File: src/design/apufs_pkg.sv
// Package with the command codes, count points and item layouts of the frame sequencer.
package apufs_pkg;

    // Master ticks per half-cycle advance of the frame counter.
    localparam int TICK_DIVIDE = 3;
    localparam int PHASE_W = (TICK_DIVIDE > 1) ? $clog2(TICK_DIVIDE) : 1;

    localparam int CNT_W = 16;
    localparam int DLY_W = 8;

    // Count points, in half-cycles.
    localparam logic [CNT_W-1:0] CNT_Q1    = CNT_W'(3728 * 2 + 1);
    localparam logic [CNT_W-1:0] CNT_Q2    = CNT_W'(7456 * 2 + 1);
    localparam logic [CNT_W-1:0] CNT_Q3    = CNT_W'(11185 * 2 + 1);
    localparam logic [CNT_W-1:0] CNT_IRQ_A = CNT_W'(14914 * 2);
    localparam logic [CNT_W-1:0] CNT_IRQ_B = CNT_W'(14914 * 2 + 1);
    localparam logic [CNT_W-1:0] CNT_WRAP4 = CNT_W'(14915 * 2);
    localparam logic [CNT_W-1:0] CNT_Q5    = CNT_W'(18640 * 2 + 1);
    localparam logic [CNT_W-1:0] CNT_WRAP5 = CNT_W'(18641 * 2);

    // Delay value that starts a pending action; bit 7 set means idle.
    localparam logic [DLY_W-1:0] DLY_START = DLY_W'(1);
    localparam logic [DLY_W-1:0] DLY_IDLE  = DLY_W'(8'hFF);

    localparam int FRAME_MODE_BIT = 7;
    localparam int FRAME_INH_BIT  = 6;

    typedef enum logic [1:0] {
        CMD_TICK  = 2'd0,
        CMD_WRITE = 2'd1,
        CMD_READ  = 2'd2
    } cmd_t;

    // s_tdata: write_data [7:0], channel_active [12:8], dmc_irq_flag [13], zero [15:14]
    localparam int S_DATA_W = 16;
    // m_tdata: quarter_pulse [0], half_pulse [1], frame_irq [2], read_data [10:3],
    // zero [15:11]
    localparam int M_DATA_W = 16;

endpackage

File: src/design/apu_frame_sequencer_top.sv
// Top level of the audio frame sequencer: tick, frame-register write and status read.
// An accepted item's result appears in the output register in the next cycle.
// Throughput: one item per cycle; s_tready is low only while a result is stalled.
// Every item is fully handled in the accept cycle by the counter and compare logic.
// Reset (aresetn low, synchronous): counter, phase, mode, flags cleared, delays idle,
// output register empty.
module apu_frame_sequencer_top (
    input  logic                           aclk,
    input  logic                           aresetn,
    input  logic                           s_tvalid,
    output logic                           s_tready,
    // write_data [7:0], channel_active [12:8], dmc_irq_flag [13], zero [15:14]
    input  logic [apufs_pkg::S_DATA_W-1:0] s_tdata,
    // command [1:0]
    input  logic [1:0]                     s_tuser,
    output logic                           m_tvalid,
    input  logic                           m_tready,
    // quarter_pulse [0], half_pulse [1], frame_irq [2], read_data [10:3], zero [15:11]
    output logic [apufs_pkg::M_DATA_W-1:0] m_tdata
);
    import apufs_pkg::*;

    logic [CNT_W-1:0]   count_reg, count_next;
    logic [PHASE_W-1:0] phase_reg, phase_next;
    logic               even_reg, even_next;
    logic               five_reg, five_next;
    logic               inh_reg, inh_next;
    logic               irq_reg, irq_next;
    logic [DLY_W-1:0]   icd_reg, icd_next;
    logic [DLY_W-1:0]   crd_reg, crd_next;
    logic               pq_reg, pq_next;
    logic               ph_reg, ph_next;
    logic               mvalid_reg;
    logic [M_DATA_W-1:0] mdata_reg, mdata_next;

    logic       accept;
    logic [7:0] wr_data;
    logic [4:0] chan_act;
    logic       dmc_irq;
    cmd_t       cmd;

    assign s_tready = !mvalid_reg || m_tready;
    assign accept   = s_tvalid && s_tready;
    assign wr_data  = s_tdata[7:0];
    assign chan_act = s_tdata[12:8];
    assign dmc_irq  = s_tdata[13];
    assign cmd      = cmd_t'(s_tuser);
    assign m_tvalid = mvalid_reg;
    assign m_tdata  = mdata_reg;

    always_comb begin
        logic             q, h;
        logic [7:0]       rd;
        logic [CNT_W-1:0] cnt;
        logic [DLY_W-1:0] icd_dec, crd_dec;

        count_next = count_reg;
        phase_next = phase_reg;
        even_next  = even_reg;
        five_next  = five_reg;
        inh_next   = inh_reg;
        irq_next   = irq_reg;
        icd_next   = icd_reg;
        crd_next   = crd_reg;
        pq_next    = pq_reg;
        ph_next    = ph_reg;
        q          = 1'b0;
        h          = 1'b0;
        rd         = 8'd0;
        cnt        = count_reg;
        icd_dec    = icd_reg - DLY_W'(1);
        crd_dec    = crd_reg - DLY_W'(1);

        case (cmd)
            CMD_TICK: begin
                if (phase_reg == PHASE_W'(0)) begin
                    even_next = !even_reg;
                    if (!even_reg) begin
                        // advance the delays on even half-cycles only
                        if (!icd_reg[7]) begin
                            icd_next = icd_dec;
                            if (icd_dec[7]) begin
                                irq_next = 1'b0;
                            end
                        end
                        if (!crd_reg[7]) begin
                            crd_next = crd_dec;
                            if (crd_dec[7]) begin
                                cnt = '0;
                            end
                        end
                    end
                    cnt = cnt + CNT_W'(1);
                    count_next = cnt;
                    case (cnt)
                        CNT_Q1: q = 1'b1;
                        CNT_Q2: begin
                            q = 1'b1;
                            h = 1'b1;
                        end
                        CNT_Q3: q = 1'b1;
                        CNT_IRQ_A: begin
                            if (!five_reg && !inh_reg) begin
                                irq_next = 1'b1;
                            end
                        end
                        CNT_IRQ_B: begin
                            if (!five_reg) begin
                                q = 1'b1;
                                h = 1'b1;
                                if (!inh_reg) begin
                                    irq_next = 1'b1;
                                end
                            end
                        end
                        CNT_WRAP4: begin
                            if (!five_reg) begin
                                count_next = '0;
                                if (!inh_reg) begin
                                    irq_next = 1'b1;
                                end
                            end
                        end
                        CNT_Q5: begin
                            q = 1'b1;
                            h = 1'b1;
                        end
                        CNT_WRAP5: count_next = '0;
                        default: ;
                    endcase
                    q = q || pq_reg;
                    h = h || ph_reg;
                end
                // drop pending pulses on every tick, active or not
                pq_next = 1'b0;
                ph_next = 1'b0;
                if (phase_reg == PHASE_W'(TICK_DIVIDE - 1)) begin
                    phase_next = '0;
                end else begin
                    phase_next = phase_reg + PHASE_W'(1);
                end
            end
            CMD_WRITE: begin
                five_next = wr_data[FRAME_MODE_BIT];
                inh_next  = wr_data[FRAME_INH_BIT];
                if (wr_data[FRAME_MODE_BIT]) begin
                    pq_next = 1'b1;
                    ph_next = 1'b1;
                end
                if (wr_data[FRAME_INH_BIT]) begin
                    irq_next = 1'b0;
                end
                crd_next = DLY_START;
            end
            CMD_READ: begin
                rd       = {irq_reg, dmc_irq, 1'b0, chan_act};
                icd_next = DLY_START;
            end
            default: ;
        endcase

        mdata_next = {5'd0, rd, irq_next, h, q};
    end

    always_ff @(posedge aclk) begin
        if (!aresetn) begin
            count_reg  <= '0;
            phase_reg  <= '0;
            even_reg   <= 1'b0;
            five_reg   <= 1'b0;
            inh_reg    <= 1'b0;
            irq_reg    <= 1'b0;
            icd_reg    <= DLY_IDLE;
            crd_reg    <= DLY_IDLE;
            pq_reg     <= 1'b0;
            ph_reg     <= 1'b0;
            mvalid_reg <= 1'b0;
        end else begin
            if (accept) begin
                count_reg <= count_next;
                phase_reg <= phase_next;
                even_reg  <= even_next;
                five_reg  <= five_next;
                inh_reg   <= inh_next;
                irq_reg   <= irq_next;
                icd_reg   <= icd_next;
                crd_reg   <= crd_next;
                pq_reg    <= pq_next;
                ph_reg    <= ph_next;
            end
            if (accept) begin
                mvalid_reg <= 1'b1;
            end else if (m_tready) begin
                mvalid_reg <= 1'b0;
            end
        end
    end

    always_ff @(posedge aclk) begin
        if (accept) begin
            mdata_reg <= mdata_next;
        end
    end

endmodule

File: config.mk
export PLATFORM = sky130hd
export DESIGN_NAME = apu_frame_sequencer_top
export DESIGN_NICKNAME = d
export VERILOG_FILES = /design/src/design/apufs_pkg.sv /design/src/design/apu_frame_sequencer_top.sv
export SDC_FILE = /design/constraint.sdc
export NUM_CORES = 1
export LEC_CHECK = 0
export ABC_AREA = 1
export BUFFER_PORTS_ARGS = -buffer_cell sky130_fd_sc_hd__buf_2
export CORE_MARGIN = 8
export CORE_UTILIZATION = 40
export CTS_CLUSTER_SIZE = 10
export DETAILED_ROUTE_END_ITERATION = 10
export GPL_ROUTABILITY_DRIVEN = 1
export PLACE_DENSITY = 0.63
export SYNTH_ARGS = -nofsm -noshare
export SYNTH_HDL_FRONTEND = slang
export SYNTH_SLANG_ARGS = --single-unit
export TNS_END_PERCENT = 30
File: constraint.sdc
create_clock -name aclk -period 4.7 [get_ports aclk]
set_clock_uncertainty 0.05 [all_clocks]
set_input_delay 0.94 -clock aclk [delete_from_list [all_inputs] [get_ports aclk]]
set_output_delay 0.94 -clock aclk [all_outputs]
set_load 0.005 [all_outputs]
======== Word-level counts from Yosys, hierarchy flattened ========
Index checks and enable logic that the tools add are counted.
storage, ports and cells
  bits of input ports ..................... 22
  register bits ........................... 51
  logic and storage cells ................. 98
  output and inout bits ................... 18
operators by class
  add/subtract/negate cells ............... 4
  mux-type cells .......................... 37
  reductions and logical operators ........ 26
  equality and inequality tests ........... 16
operators by type and width
  cell                   number
  $mux 16                6
  $eq 16x15->1 const B   4
  $mux 8                 6
  $eq 16x16->1 const B   2
  $pmux 16 s2            1
  $pmux 8 s2             2
  $add 16x1->16 const B  1
  $eq 16x13->1 const B   1
  $eq 16x14->1 const B   1
  $mux 1                 16
  $sub 8x1->8 const B    2
  $ne 2x2->1 const B     5
  $pmux 1 s2             5
  $reduce_and 5->1       2
  $reduce_and 4->1       2
  $reduce_and 2->1       3
  $reduce_and 3->1       2
  $reduce_bool 2->1      3
  $eq 2x2->1 const B     2
  $logic_not 1->1        4
  $logic_not 2->1        2
  $reduce_or 2->1        2
  $reduce_or 4->1        1
  $logic_or 1x1->1       3
  4 further kinds        5

======== Depth between registers and ports, before layout ========
Gate-level depths: netlist of run 1.
  depth in word-level cells ............... 13
  gate-level depth with buffers ........... 27
  mapped depth without buffers ............ 26

======== Worst setup path after synthesis of run 1 ========
OpenSTA, ideal clock, no wires.
  path kind ............................... register to register
  start ................................... register crd_reg[1]
  end ..................................... register count_reg[0]
  stages on the path, launching flop included .. 25
  slack ................................... 1586 ps
  clock period less this slack ............ 3114 ps
  arrival time ............................ 2932 ps
  cells stage by stage .................... dfxtp_1 -> nor2_1 -> nand4_1 -> nor2_1 -> nand2_1 -> ha_1 -> nand2_4 -> buf_4 -> nand2_1 -> inv_1 -> ha_1 -> nand2_1 -> inv_1 -> nand3_1 -> nor2_4 -> nand2_1 -> inv_2 -> nand3_1 -> nand2_2 -> nand2_1 -> nor2_1 -> nand4_1 -> buf_4 -> nand4_1 -> a21oi_1
on the way
  cells in the longest elaborated chain, start to end .. 9
  elaborated cells on any way between the ends .. 11
RTL lines
  element                               RTL line                        RTL
  start, declared                       apu_frame_sequencer_top.sv:30   logic [DLY_W-1:0] crd_reg, crd_next;
  start signal, assigned                apu_frame_sequencer_top.sv:187  crd_reg <= crd_next;
  $sub 8x1->8 *                         apu_frame_sequencer_top.sv:72   crd_dec = crd_reg - DLY_W'(1);
  $mux 16 *                             apu_frame_sequencer_top.sv:88   if (crd_dec[7]) begin
  $mux 16 *                             apu_frame_sequencer_top.sv:86   if (!crd_reg[7]) begin
  $mux 16 *                             apu_frame_sequencer_top.sv:78   if (!even_reg) begin
  $mux 16 *                             apu_frame_sequencer_top.sv:76   if (phase_reg == PHASE_W'(0)) begin
  $mux 16 *                             apu_frame_sequencer_top.sv:74   case (cmd)
  $add 16x1->16 *                       apu_frame_sequencer_top.sv:93   cnt = cnt + CNT_W'(1);
  $eq 16x16->1 (tied with other cells)  apu_frame_sequencer_top.sv:95   case (cnt)
  $pmux 16 s2 *                         apu_frame_sequencer_top.sv:95
  end signal, assigned                  apu_frame_sequencer_top.sv:180  count_reg <= count_next;
  end, declared                         apu_frame_sequencer_top.sv:23   logic [CNT_W-1:0] count_reg, count_next;
Every way passes the cells marked *; elsewhere a longest branch is shown, timed or not. The select of a mux whose other input is x is not followed.
A chain may end at the register's enable or synchronous reset.

======== Worst setup path after layout of run 1 ========
  start ................................... register crd_reg[1]
  end ..................................... register count_reg[14]
The elaborated chain is that of the path after synthesis.

==> key figures, run 1 <==
Critical path
  – Worst EP required: 4810 ps
  – Critical Path Fanout Max: 24
  – Most common cell on crit path: nand2_1
  – CP Class: reg2reg
  – Worst setup EP type: flop
  – CP arrival: about 4200 ps
  – Crit-path cells: nor2_1, nand4_1, nor2_1, nand2_1, ha_1, nand2_4, nand2_1, inv_1, ha_1, nand2_1, inv_1, nand3_1, nor2_4, nand2_1, inv_2, nand3_1, nand2_2, nand2_1, nor2_1, nand4_1, nand4_1, a21oi_1
  – Critical Path Start Type: flop
  – Crit-path max cell delay: around 530 ps
  – Slowest cell on the critical path: nand4_1

Synth
  – Top-area cell type share of the netlist area: 0.248
  – Top cells by area, synth: dfxtp_1, nand2_1, edfxtp_1
  – Register area share after synthesis: 0.341
  – Mapped cell area: between 3000 and 4000 sq um
  – Yosys warnings: 0
  – Synth Instances: 484
  – Synth area leader: dfxtp_1
  – Count of different cell masters after synthesis: 40
  – #FFs+latches synth: 50
  – Syn_area_per_cell: about 6.7 sq um

Clock network
  – Cts hold-fix bufs: 0
  – Clk sinks: 50
  – Root Driver: clkbuf_8
  – Worst skew pair latency: approximately 300 ps
  – TritonCTS Buffers: 5
  – H-Tree Depth: 2
  – CTS resizes: 0
  – CTS tree: done
  – Buffer depth of the longest clock path: 2
  – Setup bufs post-CTS: 0
  – Worst-path clk slew: around 100 ps

Cells and area
  – Non-Filler Instances: around 610
  – Largest register FFs: 16
  – Antenna diodes: 0
  – Cell area after layout: ~3500 sq um
  – Final core utilization: 0.449
  – Layout overhead on the synthesized area: 8.06%
  – Fraction of layout cells with a size suffix above 1: 0.122
  – Fin nets: approximately 540

Timing
  – PnR worst setup slack: approximately 600 ps
  – Fin crit share: 0.870
  – Slew @ Worst Pin: approximately 840 ps
  – Pins Over Slew Limit: 0
  – Final-report setup violation count: 0
  – Fmax: approximately 240 MHz
  – Final setup TNS: 0 ps
  – RSZ-0062 raised after global routing: no
  – Relative slew margins: 0.434
  – Final hold viol count: 0
  – Minimum clock period: 4090 ps

Floorplanning
  – Die area: between 10,000 and 15,000 sq um
  – Core area: roughly 8000 sq um
  – Num rows: 32
  – Die Height: 106 microns
  – Die Wd: around 110 microns
  – IO Pins: 40
  – Starting Density: 0.416

Run
  – Max cap viols: 0

Power and ir drop
  – Power density over cell area: approximately 240 nW/um^2
  – Sw Ratio: 0.267
  – Clk pwr share: 0.325
  – Lkg Pwr: ~0.0017 uW
  – Sequential share of power: 0.567
  – P_int: around 600 uW
  – Net Switching: roughly 220 uW
  – Combinational power share: 0.108
  – VDD IR max: ~0.10 mV

Placed design
  – Dpl ws: between 600 and 700 ps
  – Post-Place Cells: 601
  – # port buffers: 25
  – Placed cell areas: 3390 sq um
  – GPL Wtd Cong: 0.870
  – HPWL after DPL: around 5500 microns

Drt
  – Antenna viol nets, final: 0
  – Vias: 3,074
  – WL per Instance: ~12 microns
  – Initial DRT Pass Iterations: 4
  – DRC violations left: 0
  – Drt total wl: between 7000 and 8000 microns
  – Via-per-instance ratio: between 5 and 6
  – Initial DRC Count: approximately 160

Global routing
  – First-pass GRT wire length: 12,900 microns
  – Antenna violations before repair: 0
  – Largest net degree at the start of global routing: 28
  – GRT Total Usage: 0.135
  – GRT overflow: 0
  – Vias in the first global route: roughly 2,900

Run status
  – Status: finished, final reports clean

Min path
  – Hold Path Class: reg2reg
-- power by group through the flow --
stage | clock (uW) | combinational, uW | sequential [uW]
2_1_floorplan | 0 | 66.8 | 475
3_3_place_gp | 0 | 88.4 | 476
3_5_place_dp | 0 | 89.8 | 476
4_1_cts | 279 | 90.1 | 466
5_1_grt | 299 | 103 | 469
6_report | 268 | 88.8 | 466
-- layout by cell type, fill, tap and decap left out, drive strengths merged --
master,synthesis,final
a211oi,1,1
nand2,127,127
o21ai,18,18
or2,1,1
o41ai,2,2
dfxtp,40,40
ha,9,9
buf,10,26
o211ai,1,1
conb,1,6
o311ai,2,2
o21a,1,1
nor4,3,3
clkbuf,6,6
o31ai,1,1
edfxtp,10,10
nand3b,2,2
nand4,22,22
clkinv,1,2
xnor2,1,1
a21o,1,1
nor3,8,8
nor2,61,61
clkinvlp,0,1
a21oi,35,35
xor2,2,2
nand3,39,39
inv,79,79
-- synthesized netlist by cell type --
master and count:
nand2_1 120, inv_1 76, nor2_1 52, dfxtp_1 40
a21oi_1 34, nand3_1 33, nand4_1 22, o21ai_0 14
edfxtp_1 10, ha_1 9, buf_4 8, nor3_1 7
clkbuf_1 6, nand2_2 6, nor2_2 6, nand3_2 5
o21ai_1 4, inv_2 3, nor4_1 3, nand3b_1 2
nor2_4 2, o311ai_0 2, o41ai_1 2, xor2_1 2
a211oi_1 1, a21o_1 1, a21oi_2 1, buf_12 1
buf_6 1, clkinv_1 1, conb_1 1, nand2_4 1
nand3_4 1, nor2_8 1, nor3_2 1, o211ai_1 1
o21a_1 1, o31ai_1 1, or2_2 1, xnor2_1 1
-- metrics by stage --
stage | hold WS, ps | total power [uW]
2_1_floorplan | 393 | 542
3_3_place_gp | 405 | 564
3_5_place_dp | 411 | 566
4_1_cts | 427 | 835
5_1_grt | 453 | 871
6_report | 426 | 823
-- cells by family after synthesis --
| kind of cell | synth area share |
|---|---|
| XOR/XNOR | 0.00814 |
| other | 0.00116 |
| AO/OA/AOI/OAI | 0.106 |
| buffers and inverters | 0.128 |
| adder cells (fa/ha/maj) | 0.0349 |
| AND/OR/NAND/NOR | 0.381 |
| flip-flops | 0.341 |
-- area by class of cell --
cell class | instances | area (sq um)
inverters | 80 | 300
multi-input cells | 343 | 1730
flip-flops and latches | 50 | 1100
fillers | 806 | 4280
well taps | 102 | 128
repair buffers | 26 | 133
clock buffers | 6 | 82.6
clock inverters | 2 | 12.5
-- metal layers --
metal | GRT usage | wire (microns)
met5 | 0 | 0
met4 | 0.0422 | 67
met3 | 0.0256 | 310
met2 | 0.231 | 3370
met1 | 0.167 | 3600
-- critical path: cells and delay by family (launching register included) --
kind | cells | cell delay (ps)
AND/OR/NAND/NOR | 16 | 2650
adder cells (fa/ha/maj) | 2 | 520
flip-flops | 1 | 340
buffers and inverters | 3 | 290
AO/OA/AOI/OAI | 1 | 80
-- worst paths after layout --
| path | from | to | slack, ps | cells past startpoint |
|---|---|---|---|---|
| max | crd_reg[1]$_SDFFE_PN1P_ | count_reg[14]$_SDFFE_PN0P_ | 610 | 22 |
| min | count_reg[15]$_SDFFE_PN0P_ | count_reg[15]$_SDFFE_PN0P_ | 430 | 2 |
| max reg2reg | crd_reg[1]$_SDFFE_PN1P_ | count_reg[14]$_SDFFE_PN0P_ | 610 | 22 |
| min reg2reg | count_reg[15]$_SDFFE_PN0P_ | count_reg[15]$_SDFFE_PN0P_ | 430 | 2 |
Note: power is estimated with default switching activity, not from simulation.
==> run 2: changes to the inputs <==
Settings changed: MAX_ROUTING_LAYER set to met4, PLACE_DENSITY 0.63 to 0.65.
Clock period 4.7 ns to 3.6 ns, I/O delays scaled along.
==> run 2 against run 1 <==
Compared with the run above:
- first-iteration DRC count is 34% higher
- critical path depth is 3 higher
- sequential power is 31% higher
- combinational power is 40% higher
- global-route usage is 0.90 points higher
- clock power is 31% higher
- routed wire length is 4.9% higher
- worst hold slack better by 2.0 ps
- sequential share of layout area is 0.88 points lower
- register-to-register slack worse by 300 ps
- maximum frequency is 24% higher
- utilization is 1.3 points higher
- critical path type unchanged
- largest cell class unchanged
==> key figures, run 2 (synthesized netlist as in run 1, its figures left out) <==
Global routing
  – GRT overflow: 0 (unchanged)
  – GRT Total Usage: 0.144 (+0.00898)
  – Vias in the first global route: 2,934 (+0.76%)
  – Antenna violations before repair: 0 (unchanged)
  – Largest net degree at the start of global routing: 21 (-25%)
  – First-pass GRT wire length: 13,300 microns (+3.1%)

Floorplanning
  – Die Wd: 106 microns (unchanged)
  – Core area: 7770 sq um (unchanged)
  – Num rows: 32 (unchanged)
  – Starting Density: 0.416 (unchanged)
  – Die area: 11,200 sq um (unchanged)
  – Die Height: 106 microns (unchanged)
  – IO Pins: 40 (unchanged)

Clock network
  – H-Tree Depth: 2 (unchanged)
  – Buffer depth of the longest clock path: 2 (unchanged)
  – Worst skew pair latency: 320 ps (+20 ps)
  – Worst-path clk slew: 100 ps (about the same)
  – CTS tree: done
  – Clk sinks: 50 (unchanged)
  – Cts hold-fix bufs: 0 (unchanged)
  – Root Driver: clkbuf_8
  – TritonCTS Buffers: 5 (unchanged)

Critical path
  – Critical Path Fanout Max: 6 (-75%)
  – CP Buf/Inv Count: 4 (+1)
  – Worst setup EP type: flop
  – Slowest cell on the critical path: dfxtp_1
  – CP Class: reg2reg
  – CP top delay family: simple AND/OR/NAND/NOR gates
  – Crit-path max cell delay: 340 ps (-190 ps)
  – Critical Path Start Type: flop
  – Most common cell on crit path: nand2_1
  – Worst EP required: 3610 ps (-1200 ps)
  – CP arrival: 3300 ps (-900 ps)

Power and ir drop
  – Lkg Pwr: 0.00170 uW (+1.8%)
  – VDD IR max: 0.177 mV (+71%)
  – Power density over cell area: 302 nW/um^2 (+28%)

Timing
  – Fin crit share: 0.915 (+0.0449)
  – Minimum clock period: 3290 ps (-795 ps)
  – PnR worst setup slack: 307 ps (-305 ps)
  – Relative slew margins: 0.549 (+0.115)
  – Final-report setup violation count: 0 (unchanged)
  – Final hold viol count: 0 (unchanged)
  – RSZ-0062 raised after global routing: no
  – Slew @ Worst Pin: 676 ps (-168 ps)
  – Fmax: 304 MHz (+24%)
  – Final setup TNS: 0 ps (unchanged)
  – Pins Over Slew Limit: 0 (unchanged)

Cells and area
  – FF+latch area: 1100 sq um (unchanged)
  – Commonest non-fill, non-tap cell in the layout: nand2_1
  – Layout overhead on the synthesized area: 11.2%
  – Antenna diodes: 0 (unchanged)
  – Fin nets: 544 (+1.3%)
  – Fill count: 834 (+3.5%)
  – Fraction of layout cells with a size suffix above 1: 0.158 (+0.0353)
  – Area taken by multi-input logic gates: 1780 sq um (+2.6%)
  – Most frequent cells in the layout: nand2_1, inv_1, nor2_1, dfxtp_1, a21oi_1
  – Largest register FFs: 16 (unchanged)

Run
  – Max cap viols: 0 (unchanged)

Drt
  – Initial DRT Pass Iterations: 4 (unchanged)
  – Via-per-instance ratio: 4.96 (-1.7%)
  – DRC violations left: 0 (unchanged)
  – Antenna viol nets, final: 0 (unchanged)
  – WL per Instance: 12.5 microns (+3.7%)
  – Initial DRC Count: 218 (+34%)
  – Vias: 3,057 (-0.55%)
  – Drt total wl: 7710 microns (+4.9%)

Min path
  – Hold Path Class: reg2reg

Placed design
  – HPWL after DPL: 5900 microns (+7.4%)
  – Dpl ws: 102 ps (-549 ps)
  – # port buffers: 25 (unchanged)
  – GPL Wtd Cong: 0.914 (+5.0%)

Run status
  – Status: finished, final reports clean
-- run 2: changes by cell type in the layout (fill, tap and decap cells not counted), moves of 2 or more --
cell / before / now
buf_4: 1 / 8
nor2_1: 52 / 49
nand2_1: 120 / 116
nand2_2: 6 / 10
clkinv_4: 0 / 2
inv_2: 3 / 5
inv_1: 76 / 74
ha_1: 9 / 7
nor2_2: 6 / 9
-- run 2: layout make-up --
| class | instances | area share |
|---|---|---|
| Multi-Input combinational cell | 343 | 0.495 |
| Clock buffer | 5 | 0.0192 |
| Inverter | 80 | 0.0837 |
| Sequential cell | 50 | 0.307 |
| Tap cell | 102 | 0.0356 |
| Timing Repair Buffer | 33 | 0.0516 |
| Clock inverter | 3 | 0.00802 |
-- run 2: layer usage --
| metal | share of wire | wire length [microns] | track usage | up-vias |
|---|---|---|---|---|
| li1 | - | - | - | 1610 |
| met3 | 0.049 | 381 | 0.0292 | 10 |
| met2 | 0.48 | 3720 | 0.247 | 54 |
| met5 | 0 | 0 | - | - |
| met4 | 0.014 | 105 | 0.0352 | 0 |
| met1 | 0.46 | 3510 | 0.169 | 1383 |
-- run 2: power by group --
group	total (uW)	switching [uW]	internal, uW
logic	124	81.8	42.2
clock network	352	208	144
registers	609	14.7	595
-- run 2: worst paths after layout --
path	start	endpoint	slack (ps)	cells past startpoint
hold / removal	count_reg[14]$_SDFFE_PN0P_	count_reg[14]$_SDFFE_PN0P_	430	2
setup reg to reg	crd_reg[1]$_SDFFE_PN1P_	m_tdata[0]$_SDFFCE_PN0P_	310	25
hold reg to reg	count_reg[14]$_SDFFE_PN0P_	count_reg[14]$_SDFFE_PN0P_	430	2
setup / recovery	crd_reg[1]$_SDFFE_PN1P_	m_tdata[0]$_SDFFCE_PN0P_	310	25
-- run 2: what timing repair did --
action,CTS,global route
buffers inserted,0,2
resized for setup,0,13
setup endpoints to repair,0,15
-- run 2: stage by stage --
stage	cell area [sq um]	hold WS [ps]	utilization	std cells	power (uW)
finish	3590	428	0.462	616	1090
global placement	3430	406	0.442	606	741
detailed placement	3430	413	0.442	606	744
global route	3590	461	0.462	616	1140
floorplan	3250	393	-	489	708
CTS	3530	434	0.454	614	1100
-- run 2: worst reg2reg max path: cells and delay by family, from the launching register on --
family	cells	cell delay, ps
simple gates	19	1880
fa+ha+maj	2	420
buf+inv	4	380
flops	1	340
